==> src/rtl/hrhp_pkg.sv <==
// hrhp_pkg: types, codes, character tables and byte classification
// for the http request header parser; no dependencies
package hrhp_pkg;

	localparam int OUT_W      = 48;
	localparam int LIMIT_W    = 16;
	localparam int QDEPTH     = 4;
	localparam int QPW        = 2;

	localparam logic [LIMIT_W-1:0] LIMIT_RESET = 16'd2048;

	localparam logic [3:0] CONN_LEN  = 4'd11;
	localparam logic [3:0] RANGE_LEN = 4'd6;
	localparam logic [3:0] UNIT_LEN  = 4'd6;
	localparam logic [3:0] CLOSE_LEN = 4'd5;

	localparam logic [7:0] CH_CR   = 8'h0D;
	localparam logic [7:0] CH_LF   = 8'h0A;
	localparam logic [7:0] CH_SP   = 8'h20;
	localparam logic [7:0] CH_DASH = 8'h2D;
	localparam logic [7:0] CH_ZERO = 8'h30;
	localparam logic [7:0] CH_NINE = 8'h39;

	localparam logic [2:0] M_NONE    = 3'd0;
	localparam logic [2:0] M_GET     = 3'd1;
	localparam logic [2:0] M_HEAD    = 3'd2;
	localparam logic [2:0] M_OPTIONS = 3'd3;
	localparam logic [2:0] M_PUT     = 3'd4;
	localparam logic [2:0] M_DELETE  = 3'd5;
	localparam logic [2:0] M_PATCH   = 3'd6;
	localparam logic [2:0] M_POST    = 3'd7;

	localparam logic [2:0] ST_OK        = 3'd0;
	localparam logic [2:0] ST_UNKNOWN   = 3'd1;
	localparam logic [2:0] ST_BARRED    = 3'd2;
	localparam logic [2:0] ST_BAD_RANGE = 3'd3;
	localparam logic [2:0] ST_TOO_LARGE = 3'd4;

	typedef struct packed {
		logic [7:0] data_byte;
		logic       restart;
	} req_t;

	typedef struct packed {
		logic [2:0]       status;
		logic [2:0]       method;
		logic             close_after;
		logic [OUT_W-1:0] range_low;
		logic [OUT_W-1:0] range_high;
		logic             has_low;
		logic             has_high;
	} res_t;

	typedef struct packed {
		logic       digit;
		logic [3:0] dval;
		logic       cr;
		logic       lf;
		logic       space;
		logic       dash;
	} cls_t;

	typedef struct packed {
		logic [7:0] data_byte;
		logic       restart;
		cls_t       cls;
	} qent_t;

	typedef struct packed {
		logic  valid;
		qent_t ent;
	} qpush_t;

	typedef struct packed {
		logic  valid;
		qent_t ent;
	} qhead_t;

	function automatic cls_t classify(input logic [7:0] c);
		cls_t r;
		logic [7:0] d;
		d       = c - CH_ZERO;
		r.digit = (c >= CH_ZERO) && (c <= CH_NINE);
		r.dval  = d[3:0];
		r.cr    = (c == CH_CR);
		r.lf    = (c == CH_LF);
		r.space = (c == CH_SP);
		r.dash  = (c == CH_DASH);
		return r;
	endfunction

	function automatic logic [3:0] meth_len(input logic [2:0] m);
		case (m)
			M_GET:     return 4'd3;
			M_HEAD:    return 4'd4;
			M_OPTIONS: return 4'd7;
			M_PUT:     return 4'd3;
			M_DELETE:  return 4'd6;
			M_PATCH:   return 4'd5;
			M_POST:    return 4'd4;
			default:   return 4'd0;
		endcase
	endfunction

	function automatic logic [7:0] meth_char(input logic [2:0] m, input logic [3:0] i);
		logic [7:0] r;
		r = 8'h00;
		case (m)
			M_GET: begin
				case (i)
					4'd0: r = "G"; 4'd1: r = "E"; 4'd2: r = "T";
					default: r = 8'h00;
				endcase
			end
			M_HEAD: begin
				case (i)
					4'd0: r = "H"; 4'd1: r = "E"; 4'd2: r = "A"; 4'd3: r = "D";
					default: r = 8'h00;
				endcase
			end
			M_OPTIONS: begin
				case (i)
					4'd0: r = "O"; 4'd1: r = "P"; 4'd2: r = "T"; 4'd3: r = "I";
					4'd4: r = "O"; 4'd5: r = "N"; 4'd6: r = "S";
					default: r = 8'h00;
				endcase
			end
			M_PUT: begin
				case (i)
					4'd0: r = "P"; 4'd1: r = "U"; 4'd2: r = "T";
					default: r = 8'h00;
				endcase
			end
			M_DELETE: begin
				case (i)
					4'd0: r = "D"; 4'd1: r = "E"; 4'd2: r = "L"; 4'd3: r = "E";
					4'd4: r = "T"; 4'd5: r = "E";
					default: r = 8'h00;
				endcase
			end
			M_PATCH: begin
				case (i)
					4'd0: r = "P"; 4'd1: r = "A"; 4'd2: r = "T"; 4'd3: r = "C";
					4'd4: r = "H";
					default: r = 8'h00;
				endcase
			end
			M_POST: begin
				case (i)
					4'd0: r = "P"; 4'd1: r = "O"; 4'd2: r = "S"; 4'd3: r = "T";
					default: r = 8'h00;
				endcase
			end
			default: r = 8'h00;
		endcase
		return r;
	endfunction

	function automatic logic [7:0] conn_char(input logic [3:0] i);
		case (i)
			4'd0:    return "C";
			4'd1:    return "o";
			4'd2:    return "n";
			4'd3:    return "n";
			4'd4:    return "e";
			4'd5:    return "c";
			4'd6:    return "t";
			4'd7:    return "i";
			4'd8:    return "o";
			4'd9:    return "n";
			4'd10:   return ":";
			default: return 8'h00;
		endcase
	endfunction

	function automatic logic [7:0] range_char(input logic [3:0] i);
		case (i)
			4'd0:    return "R";
			4'd1:    return "a";
			4'd2:    return "n";
			4'd3:    return "g";
			4'd4:    return "e";
			4'd5:    return ":";
			default: return 8'h00;
		endcase
	endfunction

	function automatic logic [7:0] unit_char(input logic [3:0] i);
		case (i)
			4'd0:    return "b";
			4'd1:    return "y";
			4'd2:    return "t";
			4'd3:    return "e";
			4'd4:    return "s";
			4'd5:    return "=";
			default: return 8'h00;
		endcase
	endfunction

	function automatic logic [7:0] close_char(input logic [3:0] i);
		case (i)
			4'd0:    return "c";
			4'd1:    return "l";
			4'd2:    return "o";
			4'd3:    return "s";
			4'd4:    return "e";
			default: return 8'h00;
		endcase
	endfunction

endpackage

==> src/rtl/hrhp_queue.sv <==
// hrhp_queue: short fifo of classified bytes between front and back
// depends on hrhp_pkg
module hrhp_queue
	import hrhp_pkg::*;
(
	input  logic   clk,
	input  logic   arst_n,
	input  qpush_t push,
	input  logic   pop,
	output logic   full,
	output qhead_t head
);

	qent_t          mem_q [QDEPTH];
	logic [QPW-1:0] wr_ptr_q;
	logic [QPW-1:0] rd_ptr_q;
	logic [QPW:0]   cnt_q;

	logic do_push;
	logic do_pop;

	assign full       = (cnt_q == (QPW+1)'(QDEPTH));
	assign head.valid = (cnt_q != '0);
	assign head.ent   = mem_q[rd_ptr_q];
	assign do_push    = push.valid && !full;
	assign do_pop     = pop && head.valid;

	always_ff @(posedge clk) begin
		if (do_push) begin
			mem_q[wr_ptr_q] <= push.ent;
		end
	end

	always_ff @(posedge clk or negedge arst_n) begin
		if (!arst_n) begin
			wr_ptr_q <= '0;
			rd_ptr_q <= '0;
			cnt_q    <= '0;
		end else begin
			if (do_push) begin
				wr_ptr_q <= wr_ptr_q + 1'b1;
			end
			if (do_pop) begin
				rd_ptr_q <= rd_ptr_q + 1'b1;
			end
			case ({do_push, do_pop})
				2'b10:   cnt_q <= cnt_q + 1'b1;
				2'b01:   cnt_q <= cnt_q - 1'b1;
				default: cnt_q <= cnt_q;
			endcase
		end
	end

endmodule

==> config.mk <==
export PLATFORM = sky130hd
export DESIGN_NAME = hrhp_queue
export DESIGN_NICKNAME = d
export VERILOG_FILES = /design/src/rtl/hrhp_pkg.sv /design/src/rtl/hrhp_queue.sv
export SDC_FILE = /design/constraint.sdc
export NUM_CORES = 1
export LEC_CHECK = 0
export ABC_CLOCK_PERIOD_IN_PS = 5200
export BUFFER_PORTS_ARGS = -buffer_cell sky130_fd_sc_hd__buf_2
export CAP_MARGIN = 0
export CORE_MARGIN = 4
export CORE_UTILIZATION = 44
export DETAILED_ROUTE_END_ITERATION = 10
export SLEW_MARGIN = 15
export SYNTH_ARGS = -nofsm -noshare
export SYNTH_HDL_FRONTEND = slang
export SYNTH_SLANG_ARGS = --single-unit
==> constraint.sdc <==
create_clock -name clk -period 5.2 [get_ports clk]
set_clock_uncertainty 0.1 [all_clocks]
set_input_delay 0.26 -clock clk [delete_from_list [all_inputs] [get_ports clk]]
set_output_delay 0.26 -clock clk [all_outputs]
set_load 0.01 [all_outputs]
==> flow_summary.toml, run 1 <==
[worst_setup_path]
critPathArrivalTime_ns = 1.91
endpoint = "head[0]"
ff2ff_setup_slack_ns = 3.08
crit_family = "flip-flops"
crit_path_start = "rd_ptr_q[0]"
max_stage_delay_ns = 0.79
worstSetupPathType = "flop to output port"
crit_buf_inv = 1
path_cells = "mux4_1 > buf_2"
r2r_end = "cnt_q[2]"
r2r_cells = 9
startpoint_type = "flop"
r2r_start = "cnt_q[0]"
worstPathRequired_ns = 4.84
cp-end-kind = "output port"
slowest_stage = "dfrtp_2"
crit_cells = 2
crit_path_max_fanout = 20

[floorplanning]
die-area_sq_um = 8360
rows = 30
core_sq_um = 6794
chipWidth_microns = 91.44
die_h_microns = 91.44
initial_utilization_pct = 45.08
ios = 42

[cells_and_area]
n_antenna_cell = 0
seq_area_sq_um = 2338
instances_no_fill = 281
layout.nets = 208
fin_util_pct = 52.65
fillers = 540
multiInputGateArea_sq_um = 668.1
areaGrowthSynthToFinish_pct = 16.79
drive_gt1_share_pct = 42.70

[clocking]
clock_path_buffers = 2
numCtsBuffers = 9
htreeDepth = 3
cts_sinks = 79
postCtsSetupRepairBufs = 0
ctsResizeCount = 0
cts_tree = "built"
cts-root-buf = "clkbuf_8"
clkLatencyLatePin_ns = 0.33
cts.reportedPaths.clkPinSlew_ns = 0.08

[worst_hold_path]
hp-class = "primary input to flop"

[logic_synthesis]
yosys.cell_count.top_type = "edfxtp_1"
synth.area.top_cells = "edfxtp_1, mux4_2, dfrtp_1"
syn-instance-count = 131
netlist-cell-type-count = 21
ys.flop_type = "edfxtp_1"
synth_fp_nets = 159
synth-edff-count = 72
avgSynthCellArea_sq_um = 23.38
synth-warning-count = 0
synth_top_area_cell = "edfxtp_1"
async_reset_ff_share_pct = 8.861
ys_seq_area_share_pct = 76.31
synth_top_cell_area_share_pct = 70.59
syn_area_sq_um = 3063
ys_ff_latch = 79
ys_top_cells_by_count = "edfxtp_1, mux4_2, dfrtp_1"

[power]
p_leak_nw = 1.286
pwr_density_cell_nw_per_um2 = 550.2
peakVddDrop_uv = 261.2

[sta]
hold_ws_ns = 0.03912
setup_ws_ns = 2.933
slew_viol_final = 0
max_freq_ghz = 0.4411
fin_crit_ns = 2.267
period_share_pct = 43.60
setup_violations = 0
finalSetupTns_ns = 0
finalHoldViolCount = 0
slew-limit-headroom_pct = 43.79
max_slew.worst_pin.slew_ns = 0.8431
rsz0062_at_grt = "false"

[run]
maxCapViolations = 0

[placed_design]
dp_hpwl_microns = 2985
dp_slack_ns = 2.822
gp_congestion = 0.6516
io_buffers = 41
placedCellCount = 264

[global_routing]
grt_use_total_pct = 12.39
grt_first_pass_wirelength_microns = 7728
overflow = 0
grt_max_degree = 21
grt_antenna_before_repair = 0
grt_pass1_vias = 1482

[route]
drtAntennaViolNets = 0
wl_per_cell_microns = 17.00
vias_per_cell = 4.904
first_pass_iters = 4
num_vias = 1378
drtIter0Drc = 59
drc = 0
wirelength_microns = 4776

[outcome]
outcome = "complete, no violations"
## flip-flops by register name, indices dropped and copies added, names as in the netlist
register	count
rd_ptr_q	2
mem_q	72
cnt_q	3
wr_ptr_q	2
## where the power goes
| group | total [mW] | switching (mW) | internal (mW) |
|---|---|---|---|
| sequential | 0.967 | 0.119 | 0.848 |
| clock | 0.474 | 0.205 | 0.269 |
| combinational | 0.527 | 0.243 | 0.284 |
| total | 1.97 | 0.567 | 1.40 |
## placed cells by master, fill, tap and decap left out
master / Yosys / final
nor2_1: 1 / 1
xor2_1: 3 / 3
edfxtp_1: 72 / 72
mux4_1: 4 / 4
mux2i_1: 1 / 1
fa_1: 1 / 1
clkinv_4: 0 / 1
dfrtp_1: 7 / 6
buf_2: 1 / 41
o31a_2: 1 / 1
clkinvlp_4: 0 / 1
dfrtp_2: 0 / 1
dlygate4sd3_1: 0 / 1
clkinv_1: 0 / 1
mux2_4: 1 / 1
or3_2: 1 / 1
inv_1: 6 / 6
xnor2_1: 3 / 3
clkbuf_8: 0 / 9
nand2_1: 1 / 1
nor2b_4: 1 / 1
ha_1: 5 / 5
clkbuf_1: 0 / 1
mux4_2: 14 / 14
bufinv_16: 0 / 2
and2_2: 4 / 4
nor3b_4: 1 / 1
clkinv_2: 0 / 1
## final cells by class
cell class,instances,area share [%]
clock inverters,6,2.378
well taps,96,3.358
inverters,6,0.6296
repair buffers,42,6.016
multi-input cells,42,18.68
clock buffers,10,3.568
flip-flops and latches,79,65.37
## how the worst min path moves through the flow
stage | startpoint | endpoint | slack [ns] | depth (start not counted)
2_1_floorplan | arst_n | cnt_q[0] | -0.14 | 0
3_3_place_gp | arst_n | wr_ptr_q[0] | -0.003 | 1
3_5_place_dp | arst_n | wr_ptr_q[0] | 0.005 | 1
4_1_cts | push[8] | mem_q[0][8] | 0.02 | 1
5_1_grt | push[10] | mem_q[2][10] | 0.03 | 1
6_report | push[8] | mem_q[0][8] | 0.04 | 1
## logic make-up (layout without fill, tap and decap cells)
| logic type | after synthesis | in the layout | synth area share [%] |
|---|---|---|---|
| DFF | 79 | 79 | 76.31 |
| and+or+nand+nor | 9 | 9 | 2.533 |
| xor gates and xnor gates | 6 | 6 | 1.716 |
| AOI/OAI and AO/OA | 1 | 1 | 0.3268 |
| buffers and inverters | 10 | 64 | 1.879 |
| adders and majority gates | 6 | 6 | 2.696 |
| muxes | 20 | 20 | 14.54 |
## per-layer routing
metal | up-vias | track usage (%) | wire length [microns] | share of wire, %
met2 | 27 | 20.69 | 2510 | 53
met4 | 0 | 6.030 | 47 | 0.98
met1 | 720 | 15.16 | 2032 | 43
met5 | - | 0 | 0 | 0
met3 | 5 | 2.817 | 184 | 3.9
li1 | 626 | - | - | -
## metrics by stage
step	power [mW]	instance area, sq um
floorplan	1.344	3063
global placement	1.508	3353
detailed placement	1.528	3353
CTS	2.006	3576
global route	2.079	3577
finish	1.968	3577
## timing repair
item                                    4_1_cts  5_1_grt
endpoints found under the setup margin        0        0
hold buffers                                  1        0
hold endpoints to repair                      7        0
Note: power is estimated with default switching activity, not from simulation.
==> inputs of run 2 (changes only) <==
--- a/config.mk
+++ b/config.mk
@@ -5,12 +5,13 @@
 export SDC_FILE = /design/constraint.sdc
 export NUM_CORES = 1
 export LEC_CHECK = 0
-export ABC_CLOCK_PERIOD_IN_PS = 5200
+export ABC_CLOCK_PERIOD_IN_PS = 2070
 export BUFFER_PORTS_ARGS = -buffer_cell sky130_fd_sc_hd__buf_2
 export CAP_MARGIN = 0
 export CORE_MARGIN = 4
 export CORE_UTILIZATION = 44
 export DETAILED_ROUTE_END_ITERATION = 10
+export PLACE_DENSITY = 0.66
 export SLEW_MARGIN = 15
 export SYNTH_ARGS = -nofsm -noshare
 export SYNTH_HDL_FRONTEND = slang
==> constraint.sdc (replaced) <==
create_clock -name clk -period 2.07 [get_ports clk]
set_clock_uncertainty 0.1 [all_clocks]
set_input_delay 0.1035 -clock clk [delete_from_list [all_inputs] [get_ports clk]]
set_output_delay 0.1035 -clock clk [all_outputs]
set_load 0.01 [all_outputs]
==> flow_summary.toml, run 2 (synthesis gave the netlist of run 1 again) <==
[outcome]
outcome = "complete, no violations"

[cells_and_area]
largest_reg_flops = 72
layout.nets = 233
fin_area_sq_um = 3835
reg_top3 = "mem_q x72, cnt_q x3"
mostFrequentLayoutCells = "edfxtp_1, buf_2, dlygate4sd3_1"
n_antenna_cell = 0
layout_commonest_cell = "edfxtp_1"
top_register = "mem_q"
drive_gt1_share_pct = 41.90
areaGrowthSynthToFinish_pct = 25.20

[route]
first_pass_iters = 4
wl_per_cell_microns = 16.68
wirelength_microns = 5103
drtAntennaViolNets = 0
drc = 0
num_vias = 1477
vias_per_cell = 4.827
drtIter0Drc = 73

[floorplanning]
ios = 42
chipWidth_microns = 91.44
die-area_sq_um = 8360
core_sq_um = 6794
initial_utilization_pct = 45.08
die_h_microns = 91.44
rows = 30

[global_routing]
grt_pass1_vias = 1640
grt.met3_usage_pct = 3.645
busiest_layer = "met2"
grt_use_total_pct = 13.45
grt_first_pass_wirelength_microns = 8273
met1_usage_pct = 15.56
overflow = 0
grt_antenna_before_repair = 0
use_met2_pct = 22.09
grt_max_degree = 19

[sta]
rsz0062_at_grt = "false"
period_share_pct = 96.48
slew-limit-headroom_pct = 65.77
fin_crit_ns = 1.997
max_freq_ghz = 0.5007
slew_viol_final = 0
max_slew.worst_pin.slew_ns = 0.5135
setup_violations = 0
finalHoldViolCount = 0

[run]
maxCapViolations = 0

[clocking]
clock_path_buffers = 2
cts_tree = "built"
htreeDepth = 3
cts.reportedPaths.clkPinSlew_ns = 0.08
clkLatencyLatePin_ns = 0.33
cts-root-buf = "clkbuf_8"
numCtsBuffers = 9
cts_sinks = 79

[placed_design]
gp_congestion = 0.6472
io_buffers = 41
dp_hpwl_microns = 3165
place_area_sq_um = 3388

[worst_hold_path]
hp-class = "primary input to flop"

[worst_setup_path]
cp-end-kind = "flop"
crit_family = "adder cells"
slowest_stage = "dfrtp_2"
path_cells = "nor3b_4 > nor2b_4 > inv_1 > ha_2 > inv_1 > fa_2 > xor2_1 > nor2_1 > xor2_1"
crit_buf_inv = 2
max_stage_delay_ns = 0.45
worstPathRequired_ns = 2.23
crit_path_max_fanout = 4
critPathArrivalTime_ns = 2.16
worstSetupPathType = "flop to flop"
startpoint_type = "flop"

[power]
p_leak_nw = 1.406
peakVddDrop_uv = 709.0
finalPower_mw = 5.129
pwr_density_cell_nw_per_um2 = 1338
run 2: power breakdown:
part | switching (mW) | internal (mW) | total [mW]
combinational | 0.828 | 0.845 | 1.67
clock | 0.521 | 0.675 | 1.20
sequential | 0.126 | 2.13 | 2.26
run 2: area by class of cell:
| class | instances | area [sq um] |
|---|---|---|
| Multi-Input combinational cell | 42 | 680.7 |
| Clock buffer | 10 | 127.6 |
| Tap cell | 96 | 120.1 |
| Clock inverter | 6 | 85.08 |
| Inverter | 6 | 22.52 |
| Sequential cell | 79 | 2338 |
| Fill cell | 529 | 2959 |
| Timing Repair Buffer | 67 | 460.4 |
run 2: stage by stage:
| stage | hold WS [ns] | util (%) | cells | TNS [ns] | setup WS [ns] |
|---|---|---|---|---|---|
| CTS | 0.01359 | 55.99 | 303 | 0 | 0.02346 |
| finish | 0.02364 | 56.45 | 306 | 0 | 0.07285 |
| global placement | -0.1589 | 49.87 | 267 | 0 | 0.1234 |
| floorplan | -0.2921 | - | 131 | 0 | 0.05651 |
| global route | 0.01620 | 56.45 | 306 | 0 | 0.01142 |
| detailed placement | -0.1489 | 49.87 | 267 | -0.005266 | -0.005266 |
run 2: final timing paths:
kind,startpoint,end,slack (ns),depth (start not counted)
hold / removal,pop,rd_ptr_q[0],0.02,3
max in group asynchronous,arst_n,cnt_q[1],1.66,2
setup reg to reg,cnt_q[1],cnt_q[2],0.07,9
hold reg to reg,rd_ptr_q[1],rd_ptr_q[1],0.37,1
setup / recovery,cnt_q[1],cnt_q[2],0.07,9
min in group asynchronous,arst_n,cnt_q[2],0.03,2
run 2: worst min-delay path, cell delays in order:
cell	delay [ns]
buf_2	0.10
o31a_4	0.16
xor2_1	0.06
run 2: what timing repair did:
item,4_1_cts,5_1_grt
hold buffers,19,0
setup buffers,1,3
pin swaps,1,1
gates resized for setup,2,2
hold endpoints to repair,79,0
endpoints found under the setup margin,1,1
run 2: metal layers:
layer	share of wire [%]	wire length (microns)
met3	4.0	204
met2	53	2709
met4	1.7	86
met1	41	2102
met5	0	0
==> inputs of run 3 (changes only) <==
--- a/config.mk
+++ b/config.mk
@@ -6,13 +6,12 @@
 export NUM_CORES = 1
 export LEC_CHECK = 0
 export ABC_CLOCK_PERIOD_IN_PS = 2070
-export BUFFER_PORTS_ARGS = -buffer_cell sky130_fd_sc_hd__buf_2
 export CAP_MARGIN = 0
 export CORE_MARGIN = 4
 export CORE_UTILIZATION = 44
 export DETAILED_ROUTE_END_ITERATION = 10
-export PLACE_DENSITY = 0.66
-export SLEW_MARGIN = 15
+export DONT_BUFFER_PORTS = 1
+export SLEW_MARGIN = 40
 export SYNTH_ARGS = -nofsm -noshare
 export SYNTH_HDL_FRONTEND = slang
 export SYNTH_SLANG_ARGS = --single-unit
==> flow_summary.toml, run 3 (synthesis gave the netlist of run 1 again) <==
[outcome]
outcome = "complete, no violations"

[sta]
rsz0062_at_grt = "false"
slew-limit-headroom_pct = 58.77
slew_viol_final = 0
setup_violations = 0
fin_crit_ns = 1.981
finalHoldViolCount = 0
max_slew.worst_pin.slew_ns = 0.6185
finalSetupTns_ns = 0
period_share_pct = 95.68
max_freq_ghz = 0.5049

[floorplanning]
die_h_microns = 91.44
rows = 30
chipWidth_microns = 91.44
ios = 42
initial_utilization_pct = 45.08
die-area_sq_um = 8360
core_sq_um = 6794

[worst_setup_path]
max_stage_delay_ns = 0.45
slowest_stage = "dfrtp_2"
cp-end-kind = "flop"
startpoint_type = "flop"
crit_path_max_fanout = 4
worstSetupPathType = "flop to flop"
crit_buf_inv = 2
worstPathRequired_ns = 2.24
path_cells = "nor3b_4 > nor2b_4 > inv_1 > ha_2 > inv_1 > fa_2 > xor2_1 > nor2_1 > xor2_1"
critPathArrivalTime_ns = 2.15
crit_family = "adder cells"

[global_routing]
grt_max_degree = 19
grt_pass1_vias = 1461
grt_first_pass_wirelength_microns = 7893
overflow = 0
use_met2_pct = 21.73
grt.met3_usage_pct = 3.480
met1_usage_pct = 14.86
busiest_layer = "met2"
grt_antenna_before_repair = 0
grt_use_total_pct = 13.16

[placed_design]
gp_congestion = 0.6642
io_buffers = 0
placedCellCount = 227
place_area_sq_um = 3191

[power]
finalPower_mw = 5.044
p_leak_nw = 1.250
pwr_density_cell_nw_per_um2 = 1381
peakVddDrop_uv = 711.1

[cells_and_area]
mostFrequentLayoutCells = "edfxtp_1, dlygate4sd3_1, mux4_2"
layout.nets = 193
reg_top3 = "mem_q x72, cnt_q x3"
areaGrowthSynthToFinish_pct = 19.28
fin_util_pct = 53.78
fillers = 541
top_register = "mem_q"
largest_reg_flops = 72
fin_area_sq_um = 3654
layout_commonest_cell = "edfxtp_1"
drive_gt1_share_pct = 27.06
instances_no_fill = 266
n_antenna_cell = 0

[route]
drtIter0Drc = 50
drc = 0
wirelength_microns = 5061
num_vias = 1332
drtAntennaViolNets = 0
vias_per_cell = 5.008
first_pass_iters = 4
wl_per_cell_microns = 19.03

[clocking]
htreeDepth = 3
cts-root-buf = "clkbuf_8"
clock_path_buffers = 2
numCtsBuffers = 9
cts_tree = "built"
cts_sinks = 79
cts.reportedPaths.clkPinSlew_ns = 0.07
clkLatencyLatePin_ns = 0.34

[run]
maxCapViolations = 0

[worst_hold_path]
hp-class = "primary input to flop"
[run 3: cell count changes in the layout (fill, tap and decap cells not counted), sizes merged]
| cell | previous run | this run |
|---|---|---|
| buf | 48 | 6 |
| clkbuf | 10 | 12 |
| clkinv | 3 | 1 |
| dlygate4sd3 | 19 | 21 |
| bufinv | 2 | 3 |
| clkinvlp | 1 | 0 |
[run 3: power breakdown]
part	switching [mW]	internal, mW
registers	0.191	2.14
logic	0.729	0.662
clock network	0.525	0.801
[run 3: final timing paths]
| check | start | depth (start not counted) | slack, ns | end |
|---|---|---|---|---|
| min reg2reg | cnt_q[2] | 1 | 0.44 | cnt_q[2] |
| max reg2reg | cnt_q[1] | 9 | 0.09 | cnt_q[2] |
| min in group asynchronous | arst_n | 2 | 0.54 | cnt_q[2] |
| min | push[18] | 3 | 0.03 | wr_ptr_q[0] |
| max in group asynchronous | arst_n | 2 | 1.07 | cnt_q[0] |
| max | cnt_q[1] | 9 | 0.09 | cnt_q[2] |
[run 3: metal layers]
| layer | wire length [microns] | vias to the layer above | share of wire [%] |
|---|---|---|---|
| li1 | - | 598 | - |
| met1 | 1966 | 684 | 39 |
| met2 | 2713 | 34 | 54 |
| met3 | 212 | 16 | 4.2 |
| met4 | 168 | 0 | 3.3 |
| met5 | 0 | - | 0 |
[run 3: repair_timing]
action / 4_1_cts / 5_1_grt
endpoints found under the setup margin: 0 / 1
endpoints found under the hold margin: 81 / 0
gates resized for setup: 0 / 4
setup buffers: 0 / 2
hold buffers: 21 / 0
[run 3: cell type report]
class                      count  area [sq um]  share of cell area [%]
tap                           96         120.1                   3.288
sequential                    79          2340                   64.04
clock buffer                  12         135.1                   3.699
timing repair buffer          27         267.8                   7.329
multi-input combinational     42         673.1                   18.42
inverter                       6         22.52                  0.6164
clock inverter                 4         95.09                   2.603
[run 3: metrics by stage]
stage | setup WS [ns] | hold WS (ns)
floorplan | 0.05651 | -0.2921
global placement | 0.1157 | -0.2918
detailed placement | 0.03245 | -0.2919
CTS | 0.02681 | 0.01465
global route | 0.01960 | 0.03509
finish | 0.08933 | 0.02771
[run 3: tightest hold or removal path, cell delays in order]
cell and delay [ns]:
nor2b_4 0.12, buf_4 0.15, xnor2_1 0.06
