==> src/rtl/hrhp_pkg.sv <==
// hrhp_pkg: types, codes, character tables and byte classification
// for the http request header parser; no dependencies
package hrhp_pkg;

	localparam int OUT_W      = 48;
	localparam int LIMIT_W    = 16;
	localparam int QDEPTH     = 4;
	localparam int QPW        = 2;

	localparam logic [LIMIT_W-1:0] LIMIT_RESET = 16'd2048;

	localparam logic [3:0] CONN_LEN  = 4'd11;
	localparam logic [3:0] RANGE_LEN = 4'd6;
	localparam logic [3:0] UNIT_LEN  = 4'd6;
	localparam logic [3:0] CLOSE_LEN = 4'd5;

	localparam logic [7:0] CH_CR   = 8'h0D;
	localparam logic [7:0] CH_LF   = 8'h0A;
	localparam logic [7:0] CH_SP   = 8'h20;
	localparam logic [7:0] CH_DASH = 8'h2D;
	localparam logic [7:0] CH_ZERO = 8'h30;
	localparam logic [7:0] CH_NINE = 8'h39;

	localparam logic [2:0] M_NONE    = 3'd0;
	localparam logic [2:0] M_GET     = 3'd1;
	localparam logic [2:0] M_HEAD    = 3'd2;
	localparam logic [2:0] M_OPTIONS = 3'd3;
	localparam logic [2:0] M_PUT     = 3'd4;
	localparam logic [2:0] M_DELETE  = 3'd5;
	localparam logic [2:0] M_PATCH   = 3'd6;
	localparam logic [2:0] M_POST    = 3'd7;

	localparam logic [2:0] ST_OK        = 3'd0;
	localparam logic [2:0] ST_UNKNOWN   = 3'd1;
	localparam logic [2:0] ST_BARRED    = 3'd2;
	localparam logic [2:0] ST_BAD_RANGE = 3'd3;
	localparam logic [2:0] ST_TOO_LARGE = 3'd4;

	typedef struct packed {
		logic [7:0] data_byte;
		logic       restart;
	} req_t;

	typedef struct packed {
		logic [2:0]       status;
		logic [2:0]       method;
		logic             close_after;
		logic [OUT_W-1:0] range_low;
		logic [OUT_W-1:0] range_high;
		logic             has_low;
		logic             has_high;
	} res_t;

	typedef struct packed {
		logic       digit;
		logic [3:0] dval;
		logic       cr;
		logic       lf;
		logic       space;
		logic       dash;
	} cls_t;

	typedef struct packed {
		logic [7:0] data_byte;
		logic       restart;
		cls_t       cls;
	} qent_t;

	typedef struct packed {
		logic  valid;
		qent_t ent;
	} qpush_t;

	typedef struct packed {
		logic  valid;
		qent_t ent;
	} qhead_t;

	function automatic cls_t classify(input logic [7:0] c);
		cls_t r;
		logic [7:0] d;
		d       = c - CH_ZERO;
		r.digit = (c >= CH_ZERO) && (c <= CH_NINE);
		r.dval  = d[3:0];
		r.cr    = (c == CH_CR);
		r.lf    = (c == CH_LF);
		r.space = (c == CH_SP);
		r.dash  = (c == CH_DASH);
		return r;
	endfunction

	function automatic logic [3:0] meth_len(input logic [2:0] m);
		case (m)
			M_GET:     return 4'd3;
			M_HEAD:    return 4'd4;
			M_OPTIONS: return 4'd7;
			M_PUT:     return 4'd3;
			M_DELETE:  return 4'd6;
			M_PATCH:   return 4'd5;
			M_POST:    return 4'd4;
			default:   return 4'd0;
		endcase
	endfunction

	function automatic logic [7:0] meth_char(input logic [2:0] m, input logic [3:0] i);
		logic [7:0] r;
		r = 8'h00;
		case (m)
			M_GET: begin
				case (i)
					4'd0: r = "G"; 4'd1: r = "E"; 4'd2: r = "T";
					default: r = 8'h00;
				endcase
			end
			M_HEAD: begin
				case (i)
					4'd0: r = "H"; 4'd1: r = "E"; 4'd2: r = "A"; 4'd3: r = "D";
					default: r = 8'h00;
				endcase
			end
			M_OPTIONS: begin
				case (i)
					4'd0: r = "O"; 4'd1: r = "P"; 4'd2: r = "T"; 4'd3: r = "I";
					4'd4: r = "O"; 4'd5: r = "N"; 4'd6: r = "S";
					default: r = 8'h00;
				endcase
			end
			M_PUT: begin
				case (i)
					4'd0: r = "P"; 4'd1: r = "U"; 4'd2: r = "T";
					default: r = 8'h00;
				endcase
			end
			M_DELETE: begin
				case (i)
					4'd0: r = "D"; 4'd1: r = "E"; 4'd2: r = "L"; 4'd3: r = "E";
					4'd4: r = "T"; 4'd5: r = "E";
					default: r = 8'h00;
				endcase
			end
			M_PATCH: begin
				case (i)
					4'd0: r = "P"; 4'd1: r = "A"; 4'd2: r = "T"; 4'd3: r = "C";
					4'd4: r = "H";
					default: r = 8'h00;
				endcase
			end
			M_POST: begin
				case (i)
					4'd0: r = "P"; 4'd1: r = "O"; 4'd2: r = "S"; 4'd3: r = "T";
					default: r = 8'h00;
				endcase
			end
			default: r = 8'h00;
		endcase
		return r;
	endfunction

	function automatic logic [7:0] conn_char(input logic [3:0] i);
		case (i)
			4'd0:    return "C";
			4'd1:    return "o";
			4'd2:    return "n";
			4'd3:    return "n";
			4'd4:    return "e";
			4'd5:    return "c";
			4'd6:    return "t";
			4'd7:    return "i";
			4'd8:    return "o";
			4'd9:    return "n";
			4'd10:   return ":";
			default: return 8'h00;
		endcase
	endfunction

	function automatic logic [7:0] range_char(input logic [3:0] i);
		case (i)
			4'd0:    return "R";
			4'd1:    return "a";
			4'd2:    return "n";
			4'd3:    return "g";
			4'd4:    return "e";
			4'd5:    return ":";
			default: return 8'h00;
		endcase
	endfunction

	function automatic logic [7:0] unit_char(input logic [3:0] i);
		case (i)
			4'd0:    return "b";
			4'd1:    return "y";
			4'd2:    return "t";
			4'd3:    return "e";
			4'd4:    return "s";
			4'd5:    return "=";
			default: return 8'h00;
		endcase
	endfunction

	function automatic logic [7:0] close_char(input logic [3:0] i);
		case (i)
			4'd0:    return "c";
			4'd1:    return "l";
			4'd2:    return "o";
			4'd3:    return "s";
			4'd4:    return "e";
			default: return 8'h00;
		endcase
	endfunction

endpackage

==> src/rtl/hrhp_stream_if.sv <==
// hrhp_stream_if: valid/ready channel carrying one payload of type T
// no dependencies; payload types come from hrhp_pkg at instantiation
interface hrhp_stream_if #(parameter type T = logic) ();
	logic valid;
	logic ready;
	T     data;

	modport source (output valid, output data, input ready);
	modport sink (input valid, input data, output ready);
endinterface

==> src/rtl/hrhp_back.sv <==
// hrhp_back: header parse state machine, one byte per cycle while no result is waiting, and result register
// depends on hrhp_pkg and hrhp_stream_if
module hrhp_back
	import hrhp_pkg::*;
#(
	parameter int VALUE_WIDTH = 48,
	parameter int COUNT_WIDTH = 16
) (
	input  logic               clk,
	input  logic               arst_n,
	input  qhead_t             head,
	output logic               pop,
	input  logic [LIMIT_W-1:0] limit,
	hrhp_stream_if.source      rsp
);

	localparam int VW = VALUE_WIDTH;
	localparam int CW = COUNT_WIDTH;
	localparam int EW = ((CW > LIMIT_W) ? CW : LIMIT_W) + 1;

	localparam logic [3:0] PH_METH_FIRST = 4'd0;
	localparam logic [3:0] PH_METH_P     = 4'd1;
	localparam logic [3:0] PH_METH_REST  = 4'd2;
	localparam logic [3:0] PH_SKIP       = 4'd3;
	localparam logic [3:0] PH_LINE       = 4'd4;
	localparam logic [3:0] PH_CONN_NAME  = 4'd5;
	localparam logic [3:0] PH_RANGE_NAME = 4'd6;
	localparam logic [3:0] PH_CONN_WS    = 4'd7;
	localparam logic [3:0] PH_CONN_VAL   = 4'd8;
	localparam logic [3:0] PH_RANGE_WS   = 4'd9;
	localparam logic [3:0] PH_RANGE_UNIT = 4'd10;
	localparam logic [3:0] PH_RANGE_LOW  = 4'd11;
	localparam logic [3:0] PH_RANGE_HIGH = 4'd12;
	localparam logic [3:0] PH_FROZEN     = 4'd13;

	function automatic logic [VW-1:0] sat_digit(input logic [VW-1:0] v, input logic [3:0] d);
		logic [VW+3:0] w;
		w = ({4'b0, v} << 3) + ({4'b0, v} << 1) + (VW+4)'(d);
		if (w[VW+3:VW] != 4'b0) begin
			return '1;
		end
		return w[VW-1:0];
	endfunction

	logic [3:0]    phase_q;
	logic [3:0]    mprog_q;
	logic [2:0]    meth_q;
	logic          close_q;
	logic [VW-1:0] low_q;
	logic [VW-1:0] high_q;
	logic [2:0]    rflags_q;
	logic [CW-1:0] bcount_q;
	logic [1:0]    eom_q;
	logic          rsp_valid_q;
	res_t          res_q;

	logic [3:0]    ph_n;
	logic [3:0]    mp_n;
	logic [2:0]    mc_n;
	logic          cf_n;
	logic [VW-1:0] lo_n;
	logic [VW-1:0] hi_n;
	logic [2:0]    rf_n;
	logic [CW-1:0] bc_n;
	logic [1:0]    em_n;
	logic          emit;
	res_t          res_n;
	logic          adv;

	assign adv       = head.valid && (!rsp_valid_q || rsp.ready);
	assign pop       = adv;
	assign rsp.valid = rsp_valid_q;
	assign rsp.data  = res_q;

	always_comb begin
		logic [7:0] c;
		cls_t       cl;
		logic       done_eom;
		logic       done_lim;
		logic [2:0] m;
		c        = head.ent.data_byte;
		cl       = head.ent.cls;
		done_eom = 1'b0;
		done_lim = 1'b0;
		if (head.ent.restart) begin
			ph_n = PH_METH_FIRST;
			mp_n = '0;
			mc_n = M_NONE;
			cf_n = 1'b0;
			lo_n = '0;
			hi_n = '1;
			rf_n = '0;
			bc_n = '0;
			em_n = '0;
		end else begin
			ph_n = phase_q;
			mp_n = mprog_q;
			mc_n = meth_q;
			cf_n = close_q;
			lo_n = low_q;
			hi_n = high_q;
			rf_n = rflags_q;
			bc_n = bcount_q;
			em_n = eom_q;
		end

		case (ph_n)
			PH_METH_FIRST: begin
				mp_n = 4'd1;
				ph_n = PH_METH_REST;
				case (c)
					"G":     mc_n = M_GET;
					"H":     mc_n = M_HEAD;
					"O":     mc_n = M_OPTIONS;
					"D":     mc_n = M_DELETE;
					"P": begin
						mp_n = '0;
						ph_n = PH_METH_P;
					end
					default: begin
						mp_n = '0;
						mc_n = M_NONE;
						ph_n = PH_SKIP;
					end
				endcase
			end
			PH_METH_P: begin
				mp_n = 4'd2;
				ph_n = PH_METH_REST;
				case (c)
					"U":     mc_n = M_PUT;
					"A":     mc_n = M_PATCH;
					"O":     mc_n = M_POST;
					default: begin
						mp_n = mprog_q & {4{!head.ent.restart}};
						mc_n = M_NONE;
						ph_n = PH_SKIP;
					end
				endcase
			end
			PH_METH_REST: begin
				if (mp_n < meth_len(mc_n) && c == meth_char(mc_n, mp_n)) begin
					mp_n = mp_n + 4'd1;
					if (mp_n == meth_len(mc_n)) begin
						ph_n = PH_SKIP;
					end
				end else begin
					mc_n = M_NONE;
					ph_n = PH_SKIP;
				end
			end
			PH_LINE: begin
				mp_n = 4'd1;
				if (c == "C") begin
					ph_n = PH_CONN_NAME;
				end else if (c == "R") begin
					ph_n = PH_RANGE_NAME;
				end else begin
					ph_n = PH_SKIP;
				end
			end
			PH_CONN_NAME: begin
				if (mp_n < CONN_LEN && c == conn_char(mp_n)) begin
					mp_n = mp_n + 4'd1;
					if (mp_n == CONN_LEN) begin
						cf_n = 1'b0;
						ph_n = PH_CONN_WS;
					end
				end else begin
					ph_n = PH_SKIP;
				end
			end
			PH_RANGE_NAME: begin
				if (mp_n < RANGE_LEN && c == range_char(mp_n)) begin
					mp_n = mp_n + 4'd1;
					if (mp_n == RANGE_LEN) begin
						ph_n = PH_RANGE_WS;
					end
				end else begin
					ph_n = PH_SKIP;
				end
			end
			PH_CONN_WS: begin
				if (!cl.space) begin
					if (c == close_char(4'd0)) begin
						mp_n = 4'd1;
						ph_n = PH_CONN_VAL;
					end else begin
						mp_n = '0;
						ph_n = PH_SKIP;
					end
				end
			end
			PH_CONN_VAL: begin
				if (mp_n < CLOSE_LEN && c == close_char(mp_n)) begin
					mp_n = mp_n + 4'd1;
					if (mp_n == CLOSE_LEN) begin
						cf_n = 1'b1;
						ph_n = PH_SKIP;
					end
				end else begin
					ph_n = PH_SKIP;
				end
			end
			PH_RANGE_WS: begin
				if (!cl.space) begin
					if (c == unit_char(4'd0)) begin
						mp_n = 4'd1;
						ph_n = PH_RANGE_UNIT;
					end else begin
						mp_n = '0;
						ph_n = PH_SKIP;
					end
				end
			end
			PH_RANGE_UNIT: begin
				if (mp_n < UNIT_LEN && c == unit_char(mp_n)) begin
					mp_n = mp_n + 4'd1;
					if (mp_n == UNIT_LEN) begin
						lo_n      = '0;
						hi_n      = '1;
						rf_n[1:0] = 2'b00;
						ph_n      = PH_RANGE_LOW;
					end
				end else begin
					ph_n = PH_SKIP;
				end
			end
			PH_RANGE_LOW: begin
				if (cl.digit) begin
					lo_n    = sat_digit(lo_n, cl.dval);
					rf_n[0] = 1'b1;
				end else if (cl.dash) begin
					ph_n = PH_RANGE_HIGH;
				end else begin
					rf_n[2] = 1'b1;
					ph_n    = PH_FROZEN;
				end
			end
			PH_RANGE_HIGH: begin
				if (cl.digit) begin
					hi_n    = sat_digit(rf_n[1] ? hi_n : '0, cl.dval);
					rf_n[1] = 1'b1;
				end else begin
					ph_n = PH_SKIP;
				end
			end
			default: begin
			end
		endcase

		// end of header detection
		if (cl.cr) begin
			em_n = (em_n == 2'd2) ? 2'd3 : 2'd1;
		end else if (cl.lf) begin
			if (em_n == 2'd1) begin
				em_n = 2'd2;
			end else if (em_n == 2'd3) begin
				done_eom = 1'b1;
			end else begin
				em_n = 2'd0;
			end
		end else begin
			em_n = 2'd0;
		end

		if (!done_eom) begin
			if (em_n == 2'd2 && ph_n != PH_FROZEN) begin
				ph_n = PH_LINE;
				mp_n = '0;
			end
			if (bc_n != '1) begin
				bc_n = bc_n + CW'(1);
			end
			done_lim = (EW'(bc_n) >= EW'(limit)) || (bc_n == '1);
		end

		emit = done_eom || done_lim;
		m    = (ph_n <= PH_METH_REST) ? M_NONE : mc_n;

		if (done_lim) begin
			res_n.status = ST_TOO_LARGE;
		end else if (m == M_NONE) begin
			res_n.status = ST_UNKNOWN;
		end else if (m >= M_PUT) begin
			res_n.status = ST_BARRED;
		end else if (rf_n[2]) begin
			res_n.status = ST_BAD_RANGE;
		end else begin
			res_n.status = ST_OK;
		end
		res_n.method      = m;
		res_n.close_after = cf_n;
		res_n.range_low   = OUT_W'(lo_n);
		res_n.range_high  = OUT_W'(hi_n);
		res_n.has_low     = rf_n[0];
		res_n.has_high    = rf_n[1];
	end

	always_ff @(posedge clk) begin
		if (adv && emit) begin
			res_q <= res_n;
		end
	end

	always_ff @(posedge clk or negedge arst_n) begin
		if (!arst_n) begin
			phase_q     <= PH_METH_FIRST;
			mprog_q     <= '0;
			meth_q      <= M_NONE;
			close_q     <= 1'b0;
			low_q       <= '0;
			high_q      <= '1;
			rflags_q    <= '0;
			bcount_q    <= '0;
			eom_q       <= '0;
			rsp_valid_q <= 1'b0;
		end else begin
			if (adv) begin
				rsp_valid_q <= emit;
				if (emit) begin
					phase_q  <= PH_METH_FIRST;
					mprog_q  <= '0;
					meth_q   <= M_NONE;
					close_q  <= 1'b0;
					low_q    <= '0;
					high_q   <= '1;
					rflags_q <= '0;
					bcount_q <= '0;
					eom_q    <= '0;
				end else begin
					phase_q  <= ph_n;
					mprog_q  <= mp_n;
					meth_q   <= mc_n;
					close_q  <= cf_n;
					low_q    <= lo_n;
					high_q   <= hi_n;
					rflags_q <= rf_n;
					bcount_q <= bc_n;
					eom_q    <= em_n;
				end
			end else if (rsp.ready) begin
				rsp_valid_q <= 1'b0;
			end
		end
	end

endmodule

==> src/flat_wrapper.sv <==
// flat-port wrapper written by rule: the top's interface ports become plain ports
module hrhp_back_flat import hrhp_pkg::*;
#(
	parameter int VALUE_WIDTH = 48,
	parameter int COUNT_WIDTH = 16
)
  (clk, arst_n, head, pop, limit, rsp_valid, rsp_data, rsp_ready);
  hrhp_stream_if rsp_i ();
  input  logic clk;
  input  logic arst_n;
  input  qhead_t head;
  output logic pop;
  input  logic [LIMIT_W-1:0] limit;
  output wire logic [$bits(rsp_i.valid)-1:0] rsp_valid;
  output wire logic [$bits(rsp_i.data)-1:0] rsp_data;
  input wire logic [$bits(rsp_i.ready)-1:0] rsp_ready;
  assign rsp_valid = rsp_i.valid;
  assign rsp_data = rsp_i.data;
  assign rsp_i.ready = rsp_ready;
  hrhp_back #(.VALUE_WIDTH(VALUE_WIDTH), .COUNT_WIDTH(COUNT_WIDTH)) u_core (.clk(clk), .arst_n(arst_n), .head(head), .pop(pop), .limit(limit), .rsp(rsp_i));
endmodule
==> config.mk <==
export PLATFORM = sky130hd
export DESIGN_NAME = hrhp_back_flat
export DESIGN_NICKNAME = d
export VERILOG_FILES = /design/src/rtl/hrhp_pkg.sv /design/src/rtl/hrhp_stream_if.sv /design/src/rtl/hrhp_back.sv /design/src/flat_wrapper.sv
export SDC_FILE = /design/constraint.sdc
export NUM_CORES = 1
export LEC_CHECK = 0
export BUFFER_PORTS_ARGS = -buffer_cell sky130_fd_sc_hd__buf_2
export CAP_MARGIN = 30
export CORE_UTILIZATION = 45
export DETAILED_ROUTE_END_ITERATION = 16
export PLACE_DENSITY = 0.6
export RECOVER_POWER = 50
export REMOVE_ABC_BUFFERS = 1
export SETUP_SLACK_MARGIN = 0.02
export SKIP_LAST_GASP = 1
export SLEW_MARGIN = 20
export SYNTH_ARGS = -nofsm -noshare
export SYNTH_HDL_FRONTEND = slang
export SYNTH_SLANG_ARGS = --single-unit
==> constraint.sdc <==
create_clock -name clk -period 4.8 [get_ports clk]
set_input_delay 0 -clock clk [delete_from_list [all_inputs] [get_ports clk]]
set_output_delay 0 -clock clk [all_outputs]
set_load 0.05 [all_outputs]
==> summary.md, run 1 <==
| Metric | Value |
|---|---|
| P&R area growth vs syn | 6.64% |
| Setup Skew | between 0.006 and 0.007 ns |
| I/O pins | 41 |
| Final-report hold violation count | 0 |
| Peak VDD IR | about 0.00018 V |
| Largest area contributor in the netlist | dfrtp_1 |
| TritonCTS buffer count | 5 |
| DRC | 0 |
| Drt wl/cell | 19.2 um |
| Critical-path cell list | nor2b_1 -> ha_1 -> and4b_1 -> nand2_1 -> o32a_1 -> nand2_1 -> inv_1 -> ha_1 -> nor2b_1 -> o21ai_0 -> o211ai_1 -> a21oi_1 -> o21a_1 -> o31ai_4 -> buf_8 -> or2_1 -> nor2_1 -> a32o_1 |
| Largest stage delay, worst path | 0.43 ns |
| Post-Place Cells | ~860 |
| CTS H-tree lvls | 2 |
| WHS Endpoint | u_core.eom_q[0] |
| Worst r2r path cells | 18 |
| Die area | around 0.012 mm^2 |
| F_max | 0.228 GHz |
| Clk root buf | clkbuf_16 |
| CP startpoint | u_core.bcount_q[1] |
| Most frequent cells in the layout | nand2_1, nor2_1, o21ai_0 |
| Ant. Diodes | 0 |
| Setup crit end kind | register |
| Cell family with most CP delay | simple AND/OR/NAND/NOR gates |
| Max_slew headroom | -14.2% |
| Initial Util | a little under half |
| Endpoints failing setup | 0 |
| Top_reg_cell synth | dfrtp_1 |
| Core Footprint | between 0.01 and 0.015 mm^2 |
| Slew at the pin closest to its max-slew limit | 1.71 ns |
| Period utilisation layout | roughly 91% |
| Clk_lat worst skew | between 0.2 and 0.3 ns |
| Die X | around 110 um |
| Die height | ~110 um |
| Share of the synthesized area in the top cell type | 14.9% |
| Hpwl dp | between 10000 and 15000 um |
| Critical Path Source Type | register |
| WP buf/inv | 2 |
| Max-slew violation count | 32 |
| Rows | 38 |
| CP Data Arrival Time | 4.60 ns |
| Critical path fanouts, max | 15 |
| Max_cap viols | 1 |
| Failing checks | max-capacitance violations, max-slew violations |
| Syn_area_per_cell | ~7.1 um^2 |
| Max Buffers Root-to-Sink | 2 |
| CTS tree | built |
| Post-synthesis sequential area ratio | 15.4% |
| GP Congestion | 0.938 |
| Final net count | 785 |
| Run status | finished, violations left |
| Hold path depth | 3 |
| Critical Path RT | 5.02 ns |
| Hold_ws | approximately 0.066 ns |
| Largest cells by area after synthesis | dfrtp_1, nand2_1, ha_1 |
| Synth Register Bits | 32 |
| R2R Path Start | u_core.bcount_q[1] |
| FF/Latch Area | ~800 um^2 |
| Share of cells above drive strength 1 | 12.6% |
| RSZ-0062 raised after global routing | false |
| Worst hold path class | in2reg |
| WL final | 16700 um |
| Antenna-violating nets left | 0 |
| Final cell count without fillers | 868 |
| Tmin final | 4.38 ns |
| Post-synth EDFFs | 1 |
| Critical R2R Capture | u_core.mprog_q[0] |
| Initial DRC count | around 670 |
| Largest net degree at the start of global routing | 39 |
| Worst-path clk slew | around 0.060 ns |
| Antenna violations before repair | 0 |
| Reg-to-reg setup timing slack | roughly 0.42 ns |
| Synth warn | 0 |
| Multi-input gate area | 0.00398 mm^2 |
| Leak pwr | approximately 2.1 nW |
| Vias | between 5000 and 6000 |
| All-Layer GR Usage | 28.7% |
| Crit path max-delay cell type | and4b_1 |
| First-pass GRT wire length | between 20000 and 30000 um |
| Total grt overflow | 0 |
| Syn Inst Count | 730 |
| Synth cell types | 93 |
| Worst Path Class, Setup | reg2reg |
| Port-buffer cells | 36 |
| Post-CTS Setup Inserts | 0 |
| Vias per cell | between 6 and 7 |
| Clock Sinks | 32 |
| Asr flop ratio synth | 96.9% |
| Syn Std Cell Area | around 0.0052 mm^2 |
| DRT Pass-1 Iters | 5 |
| PD cells | approximately 180 mW/mm^2 |
| Hold Path Origin | head[3] |
| Fillcell total | approximately 1100 |
| Setup TNS | 0 ns |
| Leading cell type in the layout, fill and taps excluded | nand2_1 |
| Vias in the first global route | 5234 |
-- metal layers --
layer  global-route usage [%]  up-vias  wire [um]
met3                     4.92       28       1360
li1                         -     2718          -
met1                     41.6     2710       7680
met4                     7.05        0        295
met5                        0        -          0
met2                     43.7      273       7360
-- state kept, by name, summed over array words and instances (netlist names) --
signal / flops
u_core.bcount_q: 16
u_core.eom_q: 2
u_core.meth_q: 3
u_core.mprog_q: 4
u_core.phase_q: 4
u_core.rflags_q: 1
u_core.rsp.data: 1
u_core.rsp.valid: 1
-- logic make-up (layout without fill, tap and decap cells) --
family          Yosys count  count (layout)  synth area share [%]
mux                       7               7                  1.44
buf+inv                 101              99                  8.30
simple gates            321             321                  33.4
xor+xnor                 32              32                  5.37
fa+ha+maj                22              22                  5.18
compound gates          215             215                  30.9
flops                    32              32                  15.4
-- how the worst max path moves through the flow --
stage | to | slack, ns | cells past startpoint
floorplan | u_core.mprog_q[0] | 1.26 | 17
global placement | u_core.mprog_q[0] | 0.61 | 17
detailed placement | u_core.mprog_q[0] | 0.54 | 18
CTS | u_core.mprog_q[0] | 0.52 | 18
global route | u_core.mprog_q[0] | 0.14 | 18
finish | u_core.mprog_q[0] | 0.42 | 18
-- cell usage after synthesis, types with 5 or more instances --
cell and n:
o21ai_0 44, buf_2 25, or3_1 8, clkbuf_1 30, a211oi_1 13, xnor2_1 24, nor2b_1 27, xor2_1 8
o31ai_1 9, dfrtp_1 31, and3_1 10, o2111ai_1 6, nor2_1 45, nor3_1 16, o21a_1 8, o21bai_1 5
nor4b_1 6, nor3b_1 6, a21o_1 7, o211ai_1 8, o32a_1 5, a32oi_1 6, nor4bb_1 7, nand2_1 96
nand2b_1 15, nand3_1 26, inv_1 37, a21oi_1 28, nor4_1 13, ha_1 20, nand4_1 9, a31oi_1 7
-- what timing repair did --
action | CTS | global route
endpoints found under the hold margin | 32 | 0
resized for setup | 0 | 0
hold buffers | 2 | 0
-- stage by stage --
| stage | instance area, um^2 | worst slack, ns | util, % | total power [mW] |
|---|---|---|---|---|
| finish | 5570 | 0.419 | 50.2 | 1.01 |
| CTS | 5570 | 0.520 | 50.3 | 1.00 |
| detailed placement | 5400 | 0.536 | 48.7 | 0.679 |
| floorplan | 4930 | 1.26 | - | 0.543 |
| global placement | 5390 | 0.609 | 48.6 | 0.671 |
| global route | 5570 | 0.141 | 50.2 | 1.07 |
-- area by class of cell --
class                      count  share of cell area [%]
inverter                      39                    2.63
clock inverter                 3                   0.427
clock buffer                   5                    2.25
multi-input combinational    597                    71.5
timing repair buffer          52                    5.55
tap                          140                    3.15
sequential                    32                    14.5
-- where the power goes --
group | internal (mW) | switching [mW]
registers | 0.282 | 0.0495
clock network | 0.193 | 0.128
logic | 0.135 | 0.221
-- worst register-to-register path, stage by stage (launching register included) --
cell and delay, ns:
dfrtp_1 0.37, nor2b_1 0.26, ha_1 0.33, and4b_1 0.44, nand2_1 0.16, o32a_1 0.35, nand2_1 0.13, inv_1 0.06
ha_1 0.28, nor2b_1 0.13, o21ai_0 0.16, o211ai_1 0.12, a21oi_1 0.15, o21a_1 0.17, o31ai_4 0.16, buf_8 0.20
or2_1 0.30, nor2_1 0.32, a32o_1 0.22
Note: power is estimated with default switching activity, not from simulation.
==> run 2, diff against run 1 <==
--- a/config.mk
+++ b/config.mk
@@ -5,15 +5,14 @@
 export SDC_FILE = /design/constraint.sdc
 export NUM_CORES = 1
 export LEC_CHECK = 0
-export BUFFER_PORTS_ARGS = -buffer_cell sky130_fd_sc_hd__buf_2
 export CAP_MARGIN = 30
 export CORE_UTILIZATION = 45
 export DETAILED_ROUTE_END_ITERATION = 16
-export PLACE_DENSITY = 0.6
+export DONT_BUFFER_PORTS = 1
+export PLACE_DENSITY = 0.57
 export RECOVER_POWER = 50
 export REMOVE_ABC_BUFFERS = 1
 export SETUP_SLACK_MARGIN = 0.02
-export SKIP_LAST_GASP = 1
 export SLEW_MARGIN = 20
 export SYNTH_ARGS = -nofsm -noshare
 export SYNTH_HDL_FRONTEND = slang
==> run 2 against run 1 <==
The run still ends with max-capacitance violations, max-slew violations left. Non-clock buffer count is 37 lower. Cell count is 4.3% lower. Register-to-register slack better by 0.09 ns. Via count is 2.4% lower. Utilization is 1.6 points lower.
==> summary.md, run 2 (same netlist as run 1, synthesis figures left out) <==
| Metric | Value |
|---|---|
| Run status | finished, violations left |
| Failing checks | max-capacitance violations, max-slew violations |
| Drt wl/cell | between 20 and 25 um |
| All-Layer GR Usage | 28.9% |
| Clk pwr share | a little over a third |
| CTS tree | built |
| P&R area growth vs syn | 3.33% |
| Clk_lat worst skew | roughly 0.28 ns |
| Critical path fanouts, max | 13 |
| Rows | 38 |
| Port-buffer cells | 0 |
| Final instance area | ~0.0054 mm^2 |
| Comb pwr share | a little under a third |
| CP Data Arrival Time | between 4 and 5 ns |
| Leak pwr | between 1.5 and 2 nW |
| Sequential Power Share | around a third |
| Vias | ~5600 |
| Post-CTS Setup Inserts | 0 |
| Top Registers | u_core.bcount_q x16, u_core.mprog_q x4, u_core.phase_q x4 |
| Setup crit end kind | register |
| P_sw | 0.347 mW |
| F_max | approximately 0.23 GHz |
| Max-slew violation count | 32 |
| Critical Path RT | approximately 5.0 ns |
| Gates resized, CTS repair | 0 |
| Max Buffers Root-to-Sink | 2 |
| Clk root buf | clkbuf_16 |
| Core Footprint | about 0.011 mm^2 |
| Setup WS post-layout | 0.507 ns |
| Ant. Diodes | 0 |
| Die height | ~110 um |
| CTS H-tree lvls | 2 |
| Biggest register | u_core.bcount_q |
| Leading cell type in the layout, fill and taps excluded | nand2_1 |
| WL final | 16800 um |
| Initial Util | a little under half |
| Clock Sinks | 32 |
| Vias per cell | roughly 6.7 |
| I/O pins | roughly 40 |
| Worst hold path class | in2reg |
| Slew at the pin closest to its max-slew limit | around 1.8 ns |
| Antenna violations before repair | 0 |
| Post-Place Cells | between 800 and 900 |
| Most frequent cells in the layout | nand2_1, nor2_1, o21ai_0 |
| Hpwl dp | ~12000 um |
| Placed cell area | between 0.005 and 0.006 mm^2 |
| Setup Skew | around 0.0049 ns |
| Setup TNS | 0 ns |
| RSZ-0062 raised after global routing | false |
| P_int | 0.650 mW |
| Endpoints failing setup | 0 |
| Final cell count without fillers | slightly above 800 |
| Critical Path Source Type | register |
| Largest net degree at the start of global routing | 61 |
| PD cells | around 180 mW/mm^2 |
| Peak VDD IR | about 0.00016 V |
| Max reg flops | 16 |
| Total grt overflow | 0 |
| Share of cells above drive strength 1 | roughly 7.7% |
| Max_slew headroom | -17.1% |
| Die area | around 0.012 mm^2 |
| Final net count | about 750 |
| TritonCTS buffer count | 5 |
| Switching part of the total power | approximately a third |
| Period utilisation layout | slightly below 90% |
| Worst Path Class, Setup | reg2reg |
| First-pass GRT wire length | 27300 um |
| Place WS | a little under 0.6 ns |
| Worst-path clk slew | around 0.050 ns |
| Vias in the first global route | 5245 |
| Die X | approximately 110 um |
| Max_cap viols | 1 |
| DRT Pass-1 Iters | 5 |
| Initial DRC count | between 600 and 700 |
| Fillcell total | ~1100 |
| Tmin final | ~4.3 ns |
| Final-report hold violation count | 0 |
| Finished Core Util | 48.7% |
| DRC | 0 |
| Antenna-violating nets left | 0 |
| GP Congestion | 0.927 |
[run 2: cell types whose count changed in the layout (fill, tap and decap cells not counted)]
cell	change
clkinv_4	-1
clkinvlp_4	-2
bufinv_16	+1
clkbuf_1	-1
clkinv_2	+1
dlygate4sd3_1	+3
buf_4	-4
buf_8	-1
buf_2	-33
[run 2: worst paths after layout]
kind / depth (start not counted) / endpoint / slack (ns) / start
max reg2reg: 17 / u_core.mprog_q[0] / 0.51 / u_core.bcount_q[0]
max in group asynchronous: 2 / u_core.bcount_q[8] / 3.05 / arst_n
max: 17 / u_core.mprog_q[0] / 0.51 / u_core.bcount_q[0]
min reg2reg: 2 / u_core.rflags_q[1] / 0.49 / u_core.rflags_q[1]
min: 3 / u_core.phase_q[2] / 0.02 / head[9]
min in group asynchronous: 2 / u_core.phase_q[2] / 0.72 / arst_n
[run 2: stage by stage]
stage | hold slack [ns] | power (mW)
5_1_grt | 0.0256 | 1.05
2_1_floorplan | -0.296 | 0.543
3_5_place_dp | -0.295 | 0.626
6_report | 0.0193 | 0.997
3_3_place_gp | -0.295 | 0.620
4_1_cts | 0.00836 | 0.998
[run 2: repair_timing]
item / 4_1_cts / 5_1_grt
endpoints found under the setup margin: 0 / 0
hold endpoints to repair: 39 / 0
hold buffers: 6 / 0
[run 2: final cells by class]
cell class / instances / area [um^2] / area share (%)
flip-flops and latches: 32 / 806 / 14.9
well taps: 140 / 175 / 3.25
clock buffers: 6 / 129 / 2.39
clock inverters: 2 / 35.0 / 0.650
multi-input cells: 597 / 3980 / 73.8
inverters: 39 / 146 / 2.71
repair buffers: 15 / 121 / 2.25
[run 2: power by group through the flow]
stage / clock network [mW] / registers [mW] / logic (mW)
6_report: 0.356 / 0.331 / 0.310
3_5_place_dp: 0 / 0.333 / 0.293
4_1_cts: 0.363 / 0.329 / 0.307
3_3_place_gp: 0 / 0.332 / 0.288
2_1_floorplan: 0 / 0.326 / 0.217
5_1_grt: 0.377 / 0.334 / 0.340
[run 2: worst max-delay path: stages (launching register included)]
cell      delay (ns)
dfrtp_1         0.41
nor2b_1         0.22
ha_1            0.32
and4b_1         0.47
nand2_1         0.17
o32a_1          0.35
nand2_1         0.13
inv_1           0.07
ha_1            0.29
nor2b_1         0.13
o21ai_0         0.19
o211ai_1        0.13
a21oi_1         0.14
o21a_1          0.17
o31ai_4         0.16
or2_1           0.36
nor2_1          0.28
a32o_1          0.22
[run 2: metal layers]
metal	global-route usage, %	routed length (um)	vias to the layer above	share of wire, %
met1	41.1	7800	2701	46
met4	9.33	360	0	2.1
met2	43.3	7390	219	44
met3	5.93	1230	37	7.3
li1	-	-	2633	-
met5	0	0	-	0
==> run 3, diff against run 2 <==
--- a/config.mk
+++ b/config.mk
@@ -5,6 +5,7 @@
 export SDC_FILE = /design/constraint.sdc
 export NUM_CORES = 1
 export LEC_CHECK = 0
+export ABC_AREA = 1
 export CAP_MARGIN = 30
 export CORE_UTILIZATION = 45
 export DETAILED_ROUTE_END_ITERATION = 16
==> run 3 against run 2 <==
The run still ends with max-capacitance violations, max-slew violations left. Clock skew grew 0.0036 ns. Clock power shrank 38%. Power shrank 2.0%. Synthesized cell count grew 25%. Via count grew 6.6%. Flip-flop and latch count is the same. Utilization shrank 1.0 points. Combinational power grew 41%. Fmax grew 14%. Routed wire length grew 0.17%. Critical path type unchanged. Largest cell class unchanged.
==> summary.md, run 3 <==
| Metric | Value |
|---|---|
| Hold_ws | approximately 0.021 ns |
| Slew at the pin closest to its max-slew limit | roughly 1.7 ns |
| DRC | 0 |
| XOR/XNOR Fraction of Synth Area | 2.59% |
| Largest net degree at the start of global routing | 36 |
| Reg-to-reg setup timing slack | between 1 and 1.5 ns |
| M1 WL | 7100 um |
| Tmin final | roughly 3.8 ns |
| Asr flop ratio synth | 96.9% |
| Die X | 108 um |
| Critical Path Source Type | register |
| Gates resized, CTS repair | 0 |
| Worst-path clk slew | 0.07 ns |
| Critical path fanouts, max | 22 |
| RSZ-0062 raised after global routing | false |
| Die area | approximately 0.012 mm^2 |
| WL final | ~17000 um |
| Final net count | ~960 |
| Most common cell in the netlist | nand2_1 |
| Metal3 WL | between 1000 and 1500 um |
| Die height | 108 um |
| Finished Core Util | ~48% |
| Top Registers | u_core.bcount_q x16, u_core.mprog_q x4, u_core.phase_q x4 |
| Worst hold path class | in2reg |
| Antenna-violating nets left | 0 |
| Initial DRC count | 551 |
| Port-buffer cells | 0 |
| Post-synthesis sequential area ratio | 15.9% |
| Share of cells above drive strength 1 | under 10% |
| Post-Synth Adder-Cell Area | 4.93% |
| Crit path max-delay cell type | inv_2 |
| F_max | between 0.2 and 0.3 GHz |
| Setup TNS | 0 ns |
| Final cell count without fillers | about 1000 |
| Post-Place Cells | between 1000 and 1500 |
| Syn_area_per_cell | ~5.5 um^2 |
| Vias in the first global route | approximately 5400 |
| WP buf/inv | 4 |
| Run status | finished, violations left |
| Commonest cells post-synth | nand2_1, nor2_1, nand3_1 |
| Total grt overflow | 0 |
| Synth cell types | 48 |
| CTS tree | built |
| TritonCTS buffer count | 5 |
| All-Layer GR Usage | around 30% |
| Leak pwr | 2.82 nW |
| Max_cap viols | 1 |
| Biggest register | u_core.bcount_q |
| Cell family with most CP delay | simple AND/OR/NAND/NOR gates |
| Clk root buf | clkbuf_8 |
| Multi-input gate area | about 0.0037 mm^2 |
| Endpoints failing setup | 0 |
| Syn Std Cell Area | ~0.0051 mm^2 |
| Pwr Total | ~1 mW |
| Post-synth EDFFs | 1 |
| Setup Skew | between 0.008 and 0.009 ns |
| First-pass GRT wire length | between 20000 and 30000 um |
| Largest area contributor in the netlist | nand2_1 |
| Leading cell type in the layout, fill and taps excluded | nand2_1 |
| Share of the synthesized area in the top cell type | between 20% and 30% |
| DRT Pass-1 Iters | 5 |
| Clock Sinks | 32 |
| Post-CTS Setup Inserts | 0 |
| Vias | between 5000 and 6000 |
| Max reg flops | 16 |
| Wire length on met2 | about 8100 um |
| Max_slew headroom | -13.4% |
| Top Metal Used | met4 |
| I/O pins | 41 |
| Max-slew violation count | 32 |
| Hpwl dp | ~13000 um |
| Setup crit end kind | register |
| Multiplexer area fraction after synthesis | 0% |
| Largest stage delay, worst path | 0.37 ns |
| Main combinational cell family by area after synthesis | simple AND/OR/NAND/NOR gates |
| Top_reg_cell synth | dfrtp_1 |
| P&R area growth vs syn | 2.37% |
| Peak VDD IR | 0.000162 V |
| Ant. Diodes | 0 |
| Failing checks | max-capacitance violations, max-slew violations |
| PD cells | ~190 mW/mm^2 |
| Post-Synth Simple-Gate Area | between 50 and 60% |
| GP Congestion | around 0.96 |
| Synth Register Bits | 32 |
| Core Footprint | roughly 0.011 mm^2 |
| CP Data Arrival Time | slightly below 4 ns |
| Initial Util | approximately 47% |
| FF/Latch Area | 806 um^2 |
| Period utilisation layout | 78.4% |
| CTS H-tree lvls | 2 |
| Largest cells by area after synthesis | nand2_1, dfrtp_1, nand3_1 |
| Syn Inst Count | just over 900 |
| Fillcell total | approximately 1200 |
| Clk_lat worst skew | around 0.3 ns |
| Critical Path RT | approximately 5 ns |
| Final-report hold violation count | 0 |
| Drt wl/cell | around 16 um |
| Max Buffers Root-to-Sink | 2 |
| Critical-path cell list | inv_1 -> nor2_4 -> ha_1 -> nand3_1 -> nor2_4 -> nand4_2 -> nor2_2 -> o21ai_1 -> o21ai_2 -> ha_1 -> nand2_1 -> inv_1 -> nand3_1 -> inv_1 -> a21oi_1 -> nand2_1 -> a31oi_1 -> nand4_4 -> inv_2 -> nand2_1 -> o21ai_1 |
| Synth warn | 0 |
| Antenna violations before repair | 0 |
| Rows | 38 |
| Synth Area in Compound Gates | a little under an eighth |
| Worst Path Class, Setup | reg2reg |
| Most frequent cells in the layout | nand2_1, nor2_1, nand3_1 |
| Vias per cell | 5.70 |
[run 3: cell types whose count changed in the layout (fill, tap and decap cells not counted), sizes merged, moves of 10 or more]
cell,delta
nor2,+79
nand4,+12
nand2b,-15
a211oi,-13
o31ai,-10
nand3,+74
nor2b,-27
nor4,-13
xnor2,-21
nand2,+251
inv,+65
and3,-10
[run 3: kinds of logic (layout without fill, tap and decap cells)]
logic type,after synthesis,in the layout
flops,32,32
fa+ha+maj,20,20
compound gates,102,102
xor+xnor,15,15
simple gates,620,620
buf+inv,126,116
[run 3: stage by stage]
step	worst slack [ns]	instance area, um^2
2_1_floorplan	1.75	4880
3_3_place_gp	1.19	5060
3_5_place_dp	1.09	5060
4_1_cts	1.03	5210
5_1_grt	0.594	5190
6_report	1.04	5190
[run 3: where the power goes]
part | total (mW) | internal (mW) | switching (mW)
Sequential | 0.319 | 0.288 | 0.0311
Clock | 0.221 | 0.114 | 0.106
Combinational | 0.438 | 0.129 | 0.309
Total | 0.977 | 0.531 | 0.446
[run 3: final cells by class]
| type | instances | area share [%] |
|---|---|---|
| Clock buffer | 6 | 1.59 |
| Timing Repair Buffer | 5 | 0.795 |
| Inverter | 103 | 7.59 |
| Tap cell | 140 | 3.37 |
| Multi-Input combinational cell | 757 | 70.9 |
| Clock inverter | 2 | 0.193 |
| Sequential cell | 32 | 15.5 |
[run 3: worst paths after layout]
path,to,from,cells after the start
worst max-delay path,u_core.bcount_q[5],u_core.bcount_q[0],21
worst min-delay path,u_core.mprog_q[2],head[9],5
worst max register to register,u_core.bcount_q[5],u_core.bcount_q[0],21
worst min register to register,u_core.bcount_q[7],u_core.bcount_q[7],2
max in group asynchronous,u_core.phase_q[0],arst_n,2
min in group asynchronous,u_core.bcount_q[9],arst_n,2
[run 3: worst min-delay path, cell delays in order]
cell	delay, ns
nor2_4	0.04
nand2_1	0.06
a21oi_1	0.06
nand2_1	0.06
nand2_1	0.05
[run 3: routing by layer]
metal | global-route usage, % | vias up
met5 | 0 | -
met4 | 9.78 | 0
met3 | 1.63 | 25
met2 | 51.6 | 289
met1 | 39.8 | 2704
li1 | - | 2940
[run 3: timing repair]
action / 4_1_cts / 5_1_grt
endpoints found under the setup margin: 0 / 0
hold buffers: 4 / 0
hold endpoints to repair: 35 / 0
